$ cat src/hdl/irta_pkg.sv
// Shared types, constants and helper functions for the radix-to-ASCII converter.
`default_nettype none

package irta_pkg;

  localparam int WORD_BITS  = 32;
  localparam int RADIX_W    = 5;
  localparam int CHAR_W     = 7;
  localparam int DIGIT_W    = 4;

  // The divider retires this many quotient bits per cycle.
  localparam int STEP_BITS   = 8;
  localparam int DIV_STEPS   = (WORD_BITS + STEP_BITS - 1) / STEP_BITS;
  localparam int PAD_BITS    = DIV_STEPS * STEP_BITS;
  localparam int STEP_CNT_W  = (DIV_STEPS > 1) ? $clog2(DIV_STEPS) : 1;

  // Digit buffer holds up to one digit per bit of the word.
  localparam int IDX_W = $clog2(WORD_BITS);
  localparam int CNT_W = $clog2(WORD_BITS + 1);

  localparam int CMDQ_DEPTH = 2;

  localparam logic [RADIX_W-1:0] RADIX_MIN = RADIX_W'(2);
  localparam logic [RADIX_W-1:0] RADIX_MAX = RADIX_W'(16);
  localparam logic [RADIX_W-1:0] RADIX_DEC = RADIX_W'(10);

  localparam logic [CHAR_W-1:0] CHAR_MINUS = CHAR_W'(8'h2d);
  localparam logic [CHAR_W-1:0] CHAR_ZERO  = CHAR_W'(8'h30);
  localparam logic [CHAR_W-1:0] CHAR_LOW_A = CHAR_W'(8'h61);
  localparam logic [CHAR_W-1:0] CHAR_UP_A  = CHAR_W'(8'h41);
  localparam logic [CHAR_W-1:0] CHAR_NONE  = CHAR_W'(0);

  // One classified conversion job handed from the front end to the back end.
  typedef struct packed {
    logic [WORD_BITS-1:0] mag;
    logic [RADIX_W-1:0]   radix;
    logic                 upper;
    logic                 neg;
    logic                 err;
  } cmd_t;

  typedef struct packed {
    logic full;
    logic empty;
  } q_status_t;

  typedef enum logic [2:0] {
    BK_IDLE,
    BK_DIV,
    BK_SIGN,
    BK_EMIT,
    BK_ERR
  } back_state_e;

  function automatic logic [CHAR_W-1:0] digit_char(input logic [DIGIT_W-1:0] dig,
                                                   input logic upper);
    logic [CHAR_W-1:0] res;
    if (dig < DIGIT_W'(10)) begin
      res = CHAR_ZERO + CHAR_W'(dig);
    end else if (upper) begin
      res = CHAR_UP_A + CHAR_W'(dig - DIGIT_W'(10));
    end else begin
      res = CHAR_LOW_A + CHAR_W'(dig - DIGIT_W'(10));
    end
    return res;
  endfunction

endpackage

`default_nettype wire

$ cat src/hdl/irta_front.sv
// Front end: classifies an incoming item and forms the job for the back end.
`default_nettype none

module irta_front import irta_pkg::*; (
  input  wire logic                 push_i,
  input  wire logic [WORD_BITS-1:0] value_i,
  input  wire logic [RADIX_W-1:0]   radix_i,
  input  wire logic                 upper_case_i,
  input  wire logic                 signed_decimal_i,
  input  wire q_status_t            q_stat_i,
  output logic                      full_o,
  output logic                      cmd_push_o,
  output cmd_t                      cmd_o
);

  logic bad_radix;
  logic is_neg;

  assign bad_radix = (radix_i < RADIX_MIN) || (radix_i > RADIX_MAX);

  // Only signed decimal with the top bit set prints a minus sign.
  assign is_neg = signed_decimal_i && (radix_i == RADIX_DEC) && value_i[WORD_BITS-1];

  always_comb begin
    cmd_o.mag   = is_neg ? (~value_i + WORD_BITS'(1)) : value_i;
    cmd_o.radix = radix_i;
    cmd_o.upper = upper_case_i;
    cmd_o.neg   = is_neg && !bad_radix;
    cmd_o.err   = bad_radix;
  end

  assign full_o     = q_stat_i.full;
  assign cmd_push_o = push_i && !q_stat_i.full;

endmodule

`default_nettype wire

$ cat src/hdl/irta_cmd_fifo.sv
// Short job queue between the front end and the back end.
`default_nettype none

module irta_cmd_fifo import irta_pkg::*; (
  input  wire logic clk_i,
  input  wire logic rst_ni,
  input  wire logic push_i,
  input  wire cmd_t data_i,
  input  wire logic pop_i,
  output cmd_t      data_o,
  output q_status_t stat_o
);

  localparam int PTR_W = (CMDQ_DEPTH > 1) ? $clog2(CMDQ_DEPTH) : 1;
  localparam int QCNT_W = $clog2(CMDQ_DEPTH + 1);

  cmd_t              mem_q [CMDQ_DEPTH];
  logic [PTR_W-1:0]  wr_ptr_q, wr_ptr_d;
  logic [PTR_W-1:0]  rd_ptr_q, rd_ptr_d;
  logic [QCNT_W-1:0] cnt_q, cnt_d;
  logic              do_push, do_pop;

  assign stat_o.full  = (cnt_q == QCNT_W'(CMDQ_DEPTH));
  assign stat_o.empty = (cnt_q == QCNT_W'(0));
  assign do_push = push_i && !stat_o.full;
  assign do_pop  = pop_i && !stat_o.empty;
  assign data_o  = mem_q[rd_ptr_q];

  always_comb begin
    wr_ptr_d = wr_ptr_q;
    rd_ptr_d = rd_ptr_q;
    cnt_d    = cnt_q;
    if (do_push) begin
      wr_ptr_d = (wr_ptr_q == PTR_W'(CMDQ_DEPTH - 1)) ? PTR_W'(0) : wr_ptr_q + PTR_W'(1);
    end
    if (do_pop) begin
      rd_ptr_d = (rd_ptr_q == PTR_W'(CMDQ_DEPTH - 1)) ? PTR_W'(0) : rd_ptr_q + PTR_W'(1);
    end
    if (do_push && !do_pop) begin
      cnt_d = cnt_q + QCNT_W'(1);
    end else if (do_pop && !do_push) begin
      cnt_d = cnt_q - QCNT_W'(1);
    end
  end

  always_ff @(posedge clk_i or negedge rst_ni) begin
    if (!rst_ni) begin
      wr_ptr_q <= '0;
      rd_ptr_q <= '0;
      cnt_q    <= '0;
    end else begin
      wr_ptr_q <= wr_ptr_d;
      rd_ptr_q <= rd_ptr_d;
      cnt_q    <= cnt_d;
    end
  end

  always_ff @(posedge clk_i) begin
    if (do_push) begin
      mem_q[wr_ptr_q] <= data_i;
    end
  end

endmodule

`default_nettype wire

$ cat src/hdl/irta_back.sv
// Back end: digit extraction by iterative division, digit buffer and character output.
`default_nettype none

module irta_back import irta_pkg::*; (
  input  wire logic              clk_i,
  input  wire logic              rst_ni,
  input  wire cmd_t              cmd_i,
  input  wire q_status_t         q_stat_i,
  output logic                   cmd_pop_o,
  input  wire logic              pop_i,
  output logic                   empty_o,
  output logic [CHAR_W-1:0]      out_char_o,
  output logic                   last_o,
  output logic                   error_o
);

  back_state_e             state_q, state_d;
  logic [PAD_BITS-1:0]     div_q, div_d;
  logic [DIGIT_W-1:0]      rem_q, rem_d;
  logic [STEP_CNT_W-1:0]   step_q, step_d;
  logic [CNT_W-1:0]        cnt_q, cnt_d;
  logic [RADIX_W-1:0]      radix_q, radix_d;
  logic                    upper_q, upper_d;
  logic                    neg_q, neg_d;
  logic [DIGIT_W-1:0]      dig_q [WORD_BITS];

  logic                    out_vld_q, out_vld_d;
  logic [CHAR_W-1:0]       out_char_q, out_char_d;
  logic                    last_q, last_d;
  logic                    err_q, err_d;

  logic                    slot_free;
  logic                    load;
  logic                    dig_we;
  logic [STEP_BITS-1:0]    qbits;
  logic [DIGIT_W-1:0]      rem_next;
  logic [PAD_BITS-1:0]     div_shift;
  logic [IDX_W-1:0]        rd_idx;

  // One slice of long division: STEP_BITS quotient bits from the top of div_q.
  always_comb begin
    logic [DIGIT_W-1:0]  r;
    logic [DIGIT_W:0]    t;
    logic [STEP_BITS-1:0] top;
    r   = rem_q;
    top = div_q[PAD_BITS-1 -: STEP_BITS];
    for (int i = STEP_BITS - 1; i >= 0; i--) begin
      t = {r, top[i]};
      if (t >= radix_q) begin
        qbits[i] = 1'b1;
        r = DIGIT_W'(t - radix_q);
      end else begin
        qbits[i] = 1'b0;
        r = t[DIGIT_W-1:0];
      end
    end
    rem_next = r;
  end

  assign div_shift = PAD_BITS'({div_q, qbits});
  assign slot_free = !out_vld_q || pop_i;
  assign rd_idx    = IDX_W'(cnt_q - CNT_W'(1));

  always_comb begin
    state_d    = state_q;
    div_d      = div_q;
    rem_d      = rem_q;
    step_d     = step_q;
    cnt_d      = cnt_q;
    radix_d    = radix_q;
    upper_d    = upper_q;
    neg_d      = neg_q;
    cmd_pop_o  = 1'b0;
    dig_we     = 1'b0;
    load       = 1'b0;
    out_char_d = out_char_q;
    last_d     = last_q;
    err_d      = err_q;

    case (state_q)
      BK_IDLE: begin
        if (!q_stat_i.empty) begin
          cmd_pop_o = 1'b1;
          div_d     = PAD_BITS'(cmd_i.mag);
          rem_d     = '0;
          step_d    = '0;
          cnt_d     = '0;
          radix_d   = cmd_i.radix;
          upper_d   = cmd_i.upper;
          neg_d     = cmd_i.neg;
          state_d   = cmd_i.err ? BK_ERR : BK_DIV;
        end
      end
      BK_DIV: begin
        div_d  = div_shift;
        rem_d  = rem_next;
        step_d = step_q + STEP_CNT_W'(1);
        if (step_q == STEP_CNT_W'(DIV_STEPS - 1)) begin
          dig_we = 1'b1;
          cnt_d  = cnt_q + CNT_W'(1);
          rem_d  = '0;
          step_d = '0;
          if (div_shift == '0) begin
            state_d = neg_q ? BK_SIGN : BK_EMIT;
          end
        end
      end
      BK_SIGN: begin
        if (slot_free) begin
          load       = 1'b1;
          out_char_d = CHAR_MINUS;
          last_d     = 1'b0;
          err_d      = 1'b0;
          state_d    = BK_EMIT;
        end
      end
      BK_EMIT: begin
        if (slot_free) begin
          load       = 1'b1;
          out_char_d = digit_char(dig_q[rd_idx], upper_q);
          last_d     = (cnt_q == CNT_W'(1));
          err_d      = 1'b0;
          cnt_d      = cnt_q - CNT_W'(1);
          if (cnt_q == CNT_W'(1)) begin
            state_d = BK_IDLE;
          end
        end
      end
      BK_ERR: begin
        if (slot_free) begin
          load       = 1'b1;
          out_char_d = CHAR_NONE;
          last_d     = 1'b1;
          err_d      = 1'b1;
          state_d    = BK_IDLE;
        end
      end
      default: begin
        state_d = BK_IDLE;
      end
    endcase

    if (load) begin
      out_vld_d = 1'b1;
    end else if (pop_i) begin
      out_vld_d = 1'b0;
    end else begin
      out_vld_d = out_vld_q;
    end
  end

  always_ff @(posedge clk_i or negedge rst_ni) begin
    if (!rst_ni) begin
      state_q   <= BK_IDLE;
      out_vld_q <= 1'b0;
      step_q    <= '0;
      cnt_q     <= '0;
    end else begin
      state_q   <= state_d;
      out_vld_q <= out_vld_d;
      step_q    <= step_d;
      cnt_q     <= cnt_d;
    end
  end

  always_ff @(posedge clk_i) begin
    div_q      <= div_d;
    rem_q      <= rem_d;
    radix_q    <= radix_d;
    upper_q    <= upper_d;
    neg_q      <= neg_d;
    out_char_q <= out_char_d;
    last_q     <= last_d;
    err_q      <= err_d;
    if (dig_we) begin
      dig_q[cnt_q[IDX_W-1:0]] <= rem_next;
    end
  end

  assign empty_o    = !out_vld_q;
  assign out_char_o = out_char_q;
  assign last_o     = last_q;
  assign error_o    = err_q;

endmodule

`default_nettype wire

$ cat src/hdl/integer_radix_to_ascii_core.sv
// Top level of the radix-to-ASCII converter: front end, job queue and back end.
//
//   Channel   Handshake        Payload
//   -------   --------------   ----------------------------------------------
//   input     push / full      value_i, radix_i, upper_case_i, signed_decimal_i
//   result    empty / pop      out_char_o, last_o, error_o
//
// An item is classified in the cycle it is pushed and its job waits in a
// two-entry queue. The back end divides the magnitude by the radix with a
// long-division unit that retires eight quotient bits per cycle; digits then
// leave one per cycle while each result is popped at once. A bad radix gives
// a single result.
// Reset clears the queue, the back-end state and the output valid flag.
// A stalled result holds the back end, while the front still takes items
// until the job queue is full.
`default_nettype none

module integer_radix_to_ascii_core import irta_pkg::*; (
  input  wire logic                 clk_i,
  input  wire logic                 rst_ni,
  input  wire logic                 push,
  output logic                      full,
  input  wire logic [WORD_BITS-1:0] value_i,
  input  wire logic [RADIX_W-1:0]   radix_i,
  input  wire logic                 upper_case_i,
  input  wire logic                 signed_decimal_i,
  output logic                      empty,
  input  wire logic                 pop,
  output logic [CHAR_W-1:0]         out_char_o,
  output logic                      last_o,
  output logic                      error_o
);

  cmd_t      front_cmd;
  cmd_t      head_cmd;
  logic      cmd_push;
  logic      cmd_pop;
  q_status_t q_stat;

  // The front end only classifies; it never waits on the back end directly.
  irta_front u_front (
    .push_i           (push),
    .value_i          (value_i),
    .radix_i          (radix_i),
    .upper_case_i     (upper_case_i),
    .signed_decimal_i (signed_decimal_i),
    .q_stat_i         (q_stat),
    .full_o           (full),
    .cmd_push_o       (cmd_push),
    .cmd_o            (front_cmd)
  );

  irta_cmd_fifo u_cmd_fifo (
    .clk_i  (clk_i),
    .rst_ni (rst_ni),
    .push_i (cmd_push),
    .data_i (front_cmd),
    .pop_i  (cmd_pop),
    .data_o (head_cmd),
    .stat_o (q_stat)
  );

  // The back end owns the divider, the digit buffer and the output register.
  irta_back u_back (
    .clk_i      (clk_i),
    .rst_ni     (rst_ni),
    .cmd_i      (head_cmd),
    .q_stat_i   (q_stat),
    .cmd_pop_o  (cmd_pop),
    .pop_i      (pop),
    .empty_o    (empty),
    .out_char_o (out_char_o),
    .last_o     (last_o),
    .error_o    (error_o)
  );

endmodule

`default_nettype wire

$ cat config.mk
export PLATFORM = sky130hd
export DESIGN_NAME = integer_radix_to_ascii_core
export DESIGN_NICKNAME = d
export VERILOG_FILES = /design/src/hdl/irta_pkg.sv /design/src/hdl/irta_front.sv /design/src/hdl/irta_cmd_fifo.sv /design/src/hdl/irta_back.sv /design/src/hdl/integer_radix_to_ascii_core.sv
export SDC_FILE = /design/constraint.sdc
export NUM_CORES = 1
export LEC_CHECK = 0
export BUFFER_PORTS_ARGS = -buffer_cell sky130_fd_sc_hd__buf_2
export CAP_MARGIN = 20
export CORE_MARGIN = 4
export CORE_UTILIZATION = 31
export DETAILED_ROUTE_END_ITERATION = 12
export SYNTH_ARGS = -nofsm -noshare
export SYNTH_HDL_FRONTEND = slang
export SYNTH_HIERARCHICAL = 1
export SYNTH_SLANG_ARGS = --single-unit
$ cat constraint.sdc
create_clock -name clk_i -period 16.22 [get_ports clk_i]
set_input_delay 3.244 -clock clk_i [delete_from_list [all_inputs] [get_ports clk_i]]
set_output_delay 3.244 -clock clk_i [all_outputs]
set_load 0.01 [all_outputs]
==> results.txt, run 1 <==
The flow ran to the end, and the final reports show no timing, DRC or antenna violations. The detailed-route via count is 8,572. The post-layout worst setup margin came out at 1.603 ns. Yosys mapped a number of flops with a built-in enable equal to 260. The final critical-path share of the clock period is 90.12%. The share of layout cells above drive strength 1 is 19.61%. The clock slew at the register clock pins of the worst setup and hold paths came out at 0.06 ns. The total overflow left after global routing is 0.

The post-route setup TNS is 0 ns. The most numerous cell in the Yosys netlist is sky130_fd_sc_hd__edfxtp_1. The floorplan step set the die width to 222.6 um. The setup-violating endpoint count in the final report is 0.

The critical path buffer and inverter count came out at 3. The number of buffers on the longest clock path is 3. Dividing the detail-routed via count by the number of cells gives 4.921.

The post-CTS resize count is 0. For this run, the leading register cell type out of synthesis is sky130_fd_sc_hd__edfxtp_1. The fraction of post-synthesis cell area in the top cell type by area came out at 54.71%.

The pin count of the biggest net entering global routing came out at 44. The number of register bits inferred by synthesis is 276. The number of remaining DRC errors is 0. The critical path required time came out at 16.50 ns. The final antenna-violating net count came out at 0. Routability-driven placement finished with a final weighted congestion of 0.8482. For this block, the routed nets add up to 30,010 um of wire. The share of synthesized flip-flops with an asynchronous set or reset came out at 5.797%. The die covers 0.04953 mm^2. The worst setup path is of the reg -> reg kind. Among the stages of the critical path, the cell type that occurs most often is sky130_fd_sc_hd__a21o_1. The total number of placement rows came out at 78. The maximum fanout along the worst path is 33.

The pre-CTS setup slack came out at 1.360 ns. TritonCTS built the clock tree. Hold repair after CTS inserted 0 buffers.

The max-capacitance violation count is 0. The total clock buffers created by CTS is 31. The number of failing hold endpoints at the final stage came to 0. The core region is 0.04548 mm^2.

The first global-routing pass estimated 47,550 um of wire. The post-synthesis instance total came out at 1,078. After synthesis the cells add up to 0.01427 mm^2.

Between clock sinks in the finished design, the worst skew comes to 0.01941 ns. The post-layout minimum cycle time is 14.62 ns. Yosys printed 6 warnings. Clock tree synthesis selected as its root buffer the cell sky130_fd_sc_hd__clkbuf_16. The clock latency on the worst-skew pair came out at 0.56 ns. The number of top-level design ports is 54. The proportion of synthesized chip area in sequential cells is 57.52%. In the post-synthesis netlist, the biggest area contributors are sky130_fd_sc_hd__edfxtp_1 (55%), sky130_fd_sc_hd__mux4_2 (5.4%), sky130_fd_sc_hd__ha_1 (4.5%).

The pin slew with the least headroom to its limit is 1.016 ns. The die boundary height is 222.6 um. STA classifies the critical path endpoint as a flip-flop. The count of pins over their slew limit was 0. In the final design database the tool counted 1,221 nets. The total global routing track utilization came out at 11.84%. The DRC violation total after the first TritonRoute iteration is 606. The initial standard-cell utilization of the core came out at 31.38%. The deepest level of the CTS H-tree is 1. The category of cells accounting for the largest share of critical-path delay is compound AO/OA/AOI/OAI gates.

The depth of the critical timing path with buffers and inverters included came out at 51. The peak clock frequency supported by timing came out at 0.06841 GHz. The number of antenna violations at the first check in global routing came out at 1. The post-route standard cell area excluding fillers came out at 0.01616 mm^2. By count the netlist is led by sky130_fd_sc_hd__edfxtp_1 (260), sky130_fd_sc_hd__nand2_1 (133), sky130_fd_sc_hd__nor2_1 (89). The standard cell with the maximum stage delay on the critical path is sky130_fd_sc_hd__edfxtp_1. The arrival time of data at the critical path endpoint came out at 14.90 ns. The worst setup path is launched from a flip-flop. The synthesis-to-finish area growth is 13.26%. In this run the cell area measured after placement is 0.01503 mm^2. When the netlist entered floorplanning its net count stood at 1,180. The number of global-route vias before repair is 8,505.

The number of post-CTS setup repair buffers is 0. For this run, the detailed router's first-pass iteration total came to 5. The number of antenna diodes in the final layout is 0. Detailed placement ended at an HPWL of 20,590 um.

The largest stage delay on the critical path came out at 0.66 ns. The worst max-slew margin expressed relative to the limit came out at 32.27%. The wire length per cell after detailed routing is 17.23 um.

The post-synthesis average cell area is 13.24 um^2. Port buffering added 53 buffers. Setup repair after global routing left no endpoint under its margin.

The min-delay analysis places its worst path in the category reg -> reg. The number of unique standard cell types used by synthesis came out at 68. For the worst flop-to-flop path, the logic depth is 51.

Along the worst hold path, the cell count comes to 1. The number of sinks on the clock net came out at 276. Of all cell types, the one taking the most synthesized area is sky130_fd_sc_hd__edfxtp_1.
[logic make-up after synthesis]
group                      share of synthesized area (%)
AOI/OAI and AO/OA                                  7.558
buffers and inverters                              3.595
xor gates and xnor gates                           3.744
muxes                                              10.74
and+or+nand+nor                                    11.25
adders and majority gates                          5.594
DFF                                                57.52
[state kept, by name (all words and copies together) (netlist names), 2 cells and up]
name,count
u_cmd_fifo/cnt_q,2
u_back/out_char_o,7
u_back/rem_q,4
u_back/state_q,3
u_back/radix_q,5
u_back/div_q,32
u_back/cnt_q,6
u_cmd_fifo/mem_q,80
u_back/dig_q,128
u_back/step_q,2
[metal layers]
layer | wire length, um | share of wire, % | global-route usage (%) | up-vias
met5 | 13 | 0.043 | 0 | -
met4 | 666 | 2.2 | 3.142 | 2
met3 | 1849 | 6.2 | 2.378 | 48
met2 | 14000 | 47 | 19.00 | 198
met1 | 13490 | 45 | 16.50 | 4244
li1 | - | - | - | 4080
[final cells by class]
class	count	area [um^2]
Tap cell	600	750.7
Clock inverter	24	324.1
Clock buffer	32	779.5
Fill cell	4371	29320
Inverter	44	165.2
Sequential cell	276	8210
Timing Repair Buffer	63	355.3
Multi-Input combinational cell	703	5577
[placed cells by master, fill, tap and decap left out, drive strengths merged, types with 18 or more instances in the layout]
master  instances
a21o           39
a21oi          38
buf            63
clkbuf         32
edfxtp        260
ha             51
inv            45
mux2           48
mux4           34
nand2         133
nand2b         18
nor2           89
o21ai          25
xnor2          35
xor2           26
[worst paths after layout]
| path | from | to | slack (ns) |
|---|---|---|---|
| min in group asynchronous | rst_ni | u_back/out_vld_q$_DFFE_PN0P_ | 2.62 |
| worst max register to register | u_back/radix_q[1]$_DFFE_PP_ | u_back/rem_q[1]$_SDFFCE_PN0P_ | 1.60 |
| max in group asynchronous | rst_ni | u_cmd_fifo/rd_ptr_q$_DFFE_PN0P_ | 13.24 |
| worst min-delay path | u_cmd_fifo/cnt_q[1]$_DFFE_PN0P_ | u_cmd_fifo/cnt_q[1]$_DFFE_PN0P_ | 0.53 |
| worst max-delay path | u_back/radix_q[1]$_DFFE_PP_ | u_back/rem_q[1]$_SDFFCE_PN0P_ | 1.60 |
| worst min register to register | u_cmd_fifo/cnt_q[1]$_DFFE_PN0P_ | u_cmd_fifo/cnt_q[1]$_DFFE_PN0P_ | 0.53 |
[stage by stage]
stage / utilization [%] / hold slack, ns / std cells
floorplan: - / 0.4608 / 1078
global placement: 33.04 / 0.4926 / 1684
detailed placement: 33.04 / 0.5151 / 1684
CTS: 35.47 / 0.5243 / 1740
global route: 35.54 / 0.5496 / 1742
finish: 35.54 / 0.5253 / 1742
Power of run 1 is not shown: default switching activity piles up to over one toggle a cycle in this logic, so the estimate is an artifact.
==> run 2, diff against run 1 <==
--- a/config.mk
+++ b/config.mk
@@ -12,5 +12,4 @@
 export DETAILED_ROUTE_END_ITERATION = 12
 export SYNTH_ARGS = -nofsm -noshare
 export SYNTH_HDL_FRONTEND = slang
-export SYNTH_HIERARCHICAL = 1
 export SYNTH_SLANG_ARGS = --single-unit
==> results.txt, run 2 <==
The flow ran to the end, and the final reports show no timing, DRC or antenna violations. The clock passes through at most 3 buffers. Across the run, the number of max-cap violations was 0. The count of flip-flops with a built-in enable after synthesis came out at 260. The share of synthesized flip-flops with an asynchronous set or reset is 5.797%. The tree is rooted in a sky130_fd_sc_hd__clkbuf_16. The residual overflow from global routing is 0. For this design the static power due to leakage is 5.603 nW. Synthesis produced a netlist whose cell count is 988. The tree built by TritonCTS fans out to 276 sinks. The total number of placement rows is 76. For this configuration, the core starts out at a cell density of 31.49%. The mux cell area share after synthesis is 11.26%. The routed wire length came out at 28,000 um. The top cell types in the final layout, fill and taps aside, are sky130_fd_sc_hd__edfxtp_1 (260), sky130_fd_sc_hd__nor2_1 (78), sky130_fd_sc_hd__nand2_1 (67).

The critical path buffer and inverter count came out at 4. The final critical-path share of the clock period came out at 86.00%. The arrival time of data at the critical path endpoint is 14.24 ns. Of the total synthesized cell area, the portion taken by XOR and XNOR cells is 4.151%. The post-CTS resize count is 0. Port buffering added 53 buffers. The global-route wire length before repair is 44,170 um. For this run, the leading register cell type out of synthesis is sky130_fd_sc_hd__edfxtp_1. The fraction of post-synthesis cell area in the top cell type by area came out at 57.31%.

Summing the areas of all fa, ha and maj instances in the mapped netlist gives 6.135% of the synthesized area. Buffers added to address setup during post-CTS repair amount to 0. By area, the combinational part of the netlist is dominated by multiplexers. The total clock buffers created by CTS is 30. Ranked by total cell area, the synthesized netlist is headed by sky130_fd_sc_hd__edfxtp_1 (57%), sky130_fd_sc_hd__mux4_2 (6.3%), sky130_fd_sc_hd__ha_1 (5.0%). The peak clock frequency supported by timing came out at 0.07169 GHz. The switching power share of the total came out at 21.03%. The worst setup path is launched from a flip-flop. The number of remaining DRC errors is 0. The per-cell via count in the routed design came out at 4.831. The completed layout was analyzed and its total power is 0.001581 W. The number of top-level design ports came out at 54. TritonCTS built the clock tree. Setup repair after global routing left no endpoint under its margin. The synthesized netlist devotes 7.348% of its cell area to compound gates. The DRC violation total after the first TritonRoute iteration came out at 471. The post-route setup TNS came out at 0 ns. The count of pins over their slew limit came out at 0. Relative to the synthesized area, the layout overhead comes to 13.60%. The largest stage delay on the critical path came out at 0.68 ns. Clock skew on the completed layout was measured at 0.02140 ns. The pin slew with the least headroom to its limit came out at 1.001 ns. The internal cell power is 0.001249 W. The number of failing hold endpoints at the final stage came out at 0.

The floorplan step set the die height to 217.6 um. The wire-length estimate of the detail-placed layout is 19,540 um. The pin count of the biggest net entering global routing came out at 68.

The setup-violating endpoint count in the final report is 0. The worst hold path belongs to the class reg -> reg. The number of unique standard cell types used by synthesis is 60. Subtracting the final worst setup slack from the clock period gives 13.95 ns. After synthesis the netlist holds a flip-flop and latch count of 276. The die outline area came out at 0.04736 mm^2. Summing all multi-input logic gate instances after layout gives 0.005091 mm^2. The share of layout cells above drive strength 1 came out at 17.47%. CTS built an H-tree with a depth of 1. The register cell area after layout is 0.008210 mm^2.

The relative contribution of the clock network to total power came out at 41.5%. In the synthesized netlist, the cells that appear most often are sky130_fd_sc_hd__edfxtp_1 (260), sky130_fd_sc_hd__nor2_1 (81), sky130_fd_sc_hd__nand2_1 (67). The library cell used most frequently in the layout, excluding fill and tap cells, is sky130_fd_sc_hd__edfxtp_1. The net total in the final layout came out at 1,145. The post-synthesis average cell area came out at 13.79 um^2. The simple-gate area share of the yosys netlist came out at 8.266%. The critical path required time is 16.51 ns. The number of global-route vias before repair came to 7,948. On the critical path, the stage with the largest delay is an instance of sky130_fd_sc_hd__a21oi_1. Summed over all instances, the cell type with the most area after synthesis is sky130_fd_sc_hd__edfxtp_1. After filler insertion, the fill cell instance count of the layout stands at 4,165. The count of nets left with antenna violations once routing finished came out at 0. The part of the power in combinational logic is 5.1%. The areal power density over the cells came out at 102.2 mW/mm^2.

Summing every instance area after synthesis gives 0.01362 mm^2. The number of antenna violations at the first check in global routing is 0. The worst supply voltage drop on vdd came out at 75.34 uV. 0 antenna diodes ended up in the layout. Measured against its own limit, the worst slew margin works out to 33.27%. The detailed-route via count is 7,942.

By instance count, the cell type seen most on the critical path is sky130_fd_sc_hd__a21o_1. The total global routing track utilization came out at 11.75%. The number of hold buffers added after CTS was 0.

The worst setup path is of the reg -> reg kind. sky130_fd_sc_hd__edfxtp_1 is the most common cell in the netlist. The maximum fanout along the worst path came out at 33. Among cell families on the critical path, the largest total delay comes from compound AO/OA/AOI/OAI gates.

The clock slew at the register clock pins of the worst setup and hold paths is 0.06 ns. Synthesis produced a netlist with a net count of 1,093. The die width came out at 217.6 um. The number of flip-flops under the largest register name came out at 128.

The floorplan step defined a core boundary enclosing 0.04327 mm^2. The total of warnings raised by yosys is 0. The first detailed-routing pass ran for 5 iterations. The analysis attributes to net switching a power of 0.0003326 W. Dividing the detail-routed wire length by the instance count gives 17.03 um. The clock latency on the worst-skew pair is 0.56 ns.

The proportion of synthesized chip area in sequential cells came out at 60.25%. STA classifies the critical path endpoint as a flip-flop. Of the total power, registers draw 53.4%. The routability congestion estimate from global placement is 0.8203.
## run 2: cell count changes in the layout (fill, tap and decap cells not counted), moves of 14 or more
cell,delta
sky130_fd_sc_hd__mux2_4,-39
sky130_fd_sc_hd__nand2_1,-66
sky130_fd_sc_hd__mux2i_1,+35
sky130_fd_sc_hd__o21ai_0,+29
sky130_fd_sc_hd__mux2_2,+14
## run 2: kinds of logic (layout without fill, tap and decap cells)
| family | count (synthesis) | count (layout) |
|---|---|---|
| AOI/OAI and AO/OA | 165 | 165 |
| xor gates and xnor gates | 62 | 62 |
| adders and majority gates | 62 | 62 |
| buffers and inverters | 84 | 155 |
| DFF | 276 | 276 |
| muxes | 103 | 103 |
| and+or+nand+nor | 236 | 236 |
## run 2: path summary, 6_finish.rpt
path                                                   start                               to  slack [ns]  cells past startpoint
worst max register to register   u_back.radix_q[1]$_DFFE_PP_    u_back.rem_q[1]$_SDFFCE_PN0P_        2.27                     50
max in group asynchronous                             rst_ni  u_cmd_fifo.rd_ptr_q$_DFFE_PN0P_       13.22                      1
min in group asynchronous                             rst_ni      u_back.cnt_q[2]$_DFFE_PN0P_        2.64                      1
worst max-delay path             u_back.radix_q[1]$_DFFE_PP_    u_back.rem_q[1]$_SDFFCE_PN0P_        2.27                     50
worst min-delay path            u_back.step_q[0]$_DFFE_PN0P_     u_back.step_q[0]$_DFFE_PN0P_        0.50                      1
worst min register to register  u_back.step_q[0]$_DFFE_PN0P_     u_back.step_q[0]$_DFFE_PN0P_        0.50                      1
## run 2: power by group through the flow
stage / Clock, W / Sequential (W) / Combinational (W)
after global routing: 0.000701 / 0.000849 / 0.0000898
final: 0.000657 / 0.000845 / 0.0000800
after global placement: 0 / 0.000858 / 0.0000818
after detailed placement: 0 / 0.000860 / 0.0000836
after CTS: 0.000671 / 0.000845 / 0.0000838
after floorplan: 0 / 0.000857 / 0.0000474
## run 2: cell type report
class                      count  share of cell area [%]
clock buffer                  37                   5.158
timing repair buffer          61                   2.199
inverter                      43                   1.043
sequential                   276                   53.05
multi-input combinational    628                   32.90
tap                          585                   4.730
clock inverter                14                  0.9217
## run 2: metal layers
metal	wire, um	global-route usage [%]	vias up
met5	0	0	-
li1	-	-	3809
met2	13010	19.04	166
met3	1167	2.048	37
met1	13310	16.53	3930
met4	507	2.820	0
## run 2: per-stage QoR
step	hold slack, ns	cells	util (%)	instance area [um^2]	setup WS (ns)
3_5_place_dp	0.4898	1592	33.56	14520	1.982
3_3_place_gp	0.4768	1591	33.53	14510	2.403
2_1_floorplan	0.4608	988	-	13620	3.415
6_report	0.4976	1644	35.77	15480	2.271
5_1_grt	0.5145	1644	35.77	15480	1.224
4_1_cts	0.5018	1643	35.73	15460	1.964
## run 2: worst register-to-register path, delay by kind of cell, from the launching register on
kind | cells | cell delay (ns)
adder cells (fa/ha/maj) | 8 | 2.41
flip-flops | 1 | 0.64
AND/OR/NAND/NOR | 2 | 0.48
AO/OA/AOI/OAI | 29 | 6.71
buffers and inverters | 4 | 0.58
multiplexers | 7 | 2.88
Note: power is estimated with default switching activity, not from simulation.
==> run 3, diff against run 2 <==
--- a/config.mk
+++ b/config.mk
@@ -6,10 +6,11 @@
 export NUM_CORES = 1
 export LEC_CHECK = 0
 export BUFFER_PORTS_ARGS = -buffer_cell sky130_fd_sc_hd__buf_2
-export CAP_MARGIN = 20
+export CORE_ASPECT_RATIO = 1.25
 export CORE_MARGIN = 4
 export CORE_UTILIZATION = 31
 export DETAILED_ROUTE_END_ITERATION = 12
+export PLACE_DENSITY_LB_ADDON = 0.1
 export SYNTH_ARGS = -nofsm -noshare
 export SYNTH_HDL_FRONTEND = slang
 export SYNTH_SLANG_ARGS = --single-unit
==> results.txt, run 3 (same netlist as run 2, synthesis figures left out) <==
The setup-violating endpoint count in the final report is 0. The internal cell power is 0.001267 W. For this run, the post-layout net count is 1,146.

Net switching is 21.63% of the power. After legalization and detailed placement, the total HPWL measured 22,210 um. Buffers inserted to repair hold after CTS numbered 0. The detailed-route via count came out at 7,821.

The start point of the worst min-delay path is u_cmd_fifo.cnt_q[1]$_DFFE_PN0P_. The flow ran to the end, and the final reports show no timing, DRC or antenna violations. The standard cell with the maximum stage delay on the critical path is sky130_fd_sc_hd__a21oi_2. The classification of the worst setup path is reg -> reg.

The count of TritonRoute iterations in the first routing pass came out at 5. STA classifies the critical path endpoint as a flip-flop. The number of sinks on the clock net is 276. The routed wire length is 31,770 um. The number of failing hold endpoints at the final stage came to 0.

The post-layout minimum cycle time came out at 14.49 ns. Input and output buffers added on the ports amount to 53. The areal power density over the cells is 104.3 mW/mm^2. The startpoint identified for the worst register-to-register timing path is u_back.radix_q[1]$_DFFE_PP_.

Clock-pin slew was measured on the worst setup and hold paths at 0.06 ns. The number of remaining DRC errors is 0. At the placement stage, the worst setup path has a slack of 1.541 ns.

The total clock buffers created by CTS came out at 30. For the worst setup path, the data arrival time is 14.67 ns. The worst hold endpoint is u_cmd_fifo.cnt_q[1]$_DFFE_PN0P_. The clock network is responsible for 42.8% of the overall power. The die width came out at 195.5 um.

The cell type with the highest occurrence count on the critical path is sky130_fd_sc_hd__a21o_1. The peak clock frequency supported by timing is 0.06899 GHz. The post-route setup TNS came out at 0 ns. Counting instances, the worst hold path has a depth of 1. The top cell types in the final layout, fill and taps aside, are sky130_fd_sc_hd__edfxtp_1 (260), sky130_fd_sc_hd__nor2_1 (78), sky130_fd_sc_hd__nand2_1 (67). The cell depth of the worst flop-to-flop path is 50. The number of global-route vias before repair is 8,328.

The share of layout cells above drive strength 1 is 17.65%. The critical path required time came out at 16.40 ns. The initial utilization of the core area, before any placement, comes to 31.47%.

Hold timing on the final database bottoms out at a slack of 0.4974 ns. Setup repair after global routing left no endpoint under its margin. The core region is 0.04329 mm^2. The worst clock skew on the final layout is 0.01068 ns. The die boundary height is 242.4 um.

The deepest level of the CTS H-tree is 1. The final critical-path share of the clock period came out at 89.36%. The number of top-level design ports came out at 54. The share of the core filled with cells is 35.81%. The worst supply voltage drop on vdd is 71.33 uV. The total global routing track utilization is 13.42%. In this run the clock root is driven by a sky130_fd_sc_hd__clkbuf_16. The path class of the tightest hold or removal check is reg -> reg.

In this run the deepest clock path goes through 3 buffers. The pin slew with the least headroom to its limit is 1.265 ns. The switching power total came out at 0.0003498 W.

Broken down by cell family, the worst path's largest delay share belongs to compound AO/OA/AOI/OAI gates. Summed over all cells, the static leakage comes to 5.637 nW. The worst setup path is launched from a flip-flop. The number of antenna violations at the first check in global routing is 0. The count of pins over their slew limit is 0. The die outline area is 0.04738 mm^2. Leaving out fill and tap cells, the most frequent cell in the layout is sky130_fd_sc_hd__edfxtp_1.

The final antenna-violating net count came out at 0. The critical path buffer and inverter count came out at 4. The worst register-to-register path ends at u_back.dig_q[8][2]$_DFFE_PP_. The max-capacitance violation count came out at 0.

The sequential fraction of design power came out at 52.2%. The global-route wire length before repair is 49,740 um. The largest stage delay on the critical path came out at 0.94 ns. The worst pin sits at a relative slew slack of 15.64%. The clock latency on the worst-skew pair came out at 0.56 ns. Routability-driven placement finished with a final weighted congestion of 0.7696. The reg-to-reg setup timing slack came out at 1.73 ns. The synthesis-to-finish area growth is 13.78%. The number of flip-flops under the largest register name is 128. The number of post-CTS setup repair buffers came out at 0. The CTS tree is built. The post-CTS resize count is 0. After layout, the worst setup slack is 1.726 ns. The layout has 4,201 filler cells. The wire length per cell after detailed routing came out at 19.48 um. The maximum fanout along the worst path is 32. The total number of placement rows is 85. The per-cell via count in the routed design is 4.795. The part of the power in combinational logic is 4.9%. For this run the aggregate overflow at the end of global routing stands at 0.

The pin count of the biggest net entering global routing came out at 70. The DRC violation total after the first TritonRoute iteration is 312.
## run 3: cell types whose count changed in the layout (fill, tap and decap cells not counted), sizes merged
cell and change:
inv +2, buf +1, clkbuf -2, clkinvlp -1
bufinv +1, diode +1, clkinv +5
## run 3: worst max path at each step
stage	depth (start not counted)	to	startpoint	slack (ns)
global route	50	u_back.dig_q[10][2]$_DFFE_PP_	u_back.radix_q[1]$_DFFE_PP_	0.34
finish	50	u_back.dig_q[8][2]$_DFFE_PP_	u_back.radix_q[1]$_DFFE_PP_	1.73
detailed placement	50	u_back.dig_q[13][2]$_DFFE_PP_	u_back.radix_q[1]$_DFFE_PP_	1.54
CTS	50	u_back.dig_q[4][2]$_DFFE_PP_	u_back.radix_q[1]$_DFFE_PP_	1.52
global placement	50	u_back.dig_q[30][3]$_DFFE_PP_	u_back.radix_q[1]$_DFFE_PP_	1.89
floorplan	51	u_back.dig_q[0][0]$_DFFE_PP_	u_back.radix_q[1]$_DFFE_PP_	3.41
## run 3: layer usage
layer  vias up  wire (um)  GRT usage, %
li1       3810          -             -
met1      3862      13040         16.12
met2       117      17240         25.16
met3        32        998         1.878
met4         0        498         3.266
met5         -          0             0
## run 3: power by group through the flow
stage	Clock, W	Sequential (W)	Combinational [W]
2_1_floorplan	0	0.000857	0.0000474
3_3_place_gp	0	0.000859	0.0000837
3_5_place_dp	0	0.000860	0.0000837
4_1_cts	0.000720	0.000845	0.0000840
5_1_grt	0.000753	0.000849	0.0000901
6_report	0.000693	0.000845	0.0000799
## run 3: layout make-up
cell class | count | area (um^2) | share of cell area, %
clock buffers | 35 | 790.8 | 5.102
repair buffers | 62 | 332.8 | 2.147
diodes | 1 | 2.502 | 0.01614
flip-flops and latches | 276 | 8210 | 52.97
well taps | 565 | 706.9 | 4.561
clock inverters | 21 | 206.4 | 1.332
multi-input cells | 628 | 5089 | 32.83
inverters | 43 | 161.4 | 1.041
## run 3: per-stage QoR
step / total power, W / instance area (um^2) / instances
final: 0.001617 / 15500 / 1631
after global routing: 0.001692 / 15500 / 1630
after CTS: 0.001649 / 15500 / 1630
after detailed placement: 0.0009435 / 14500 / 1574
after global placement: 0.0009422 / 14500 / 1574
after floorplan: 0.0009047 / 13620 / 988
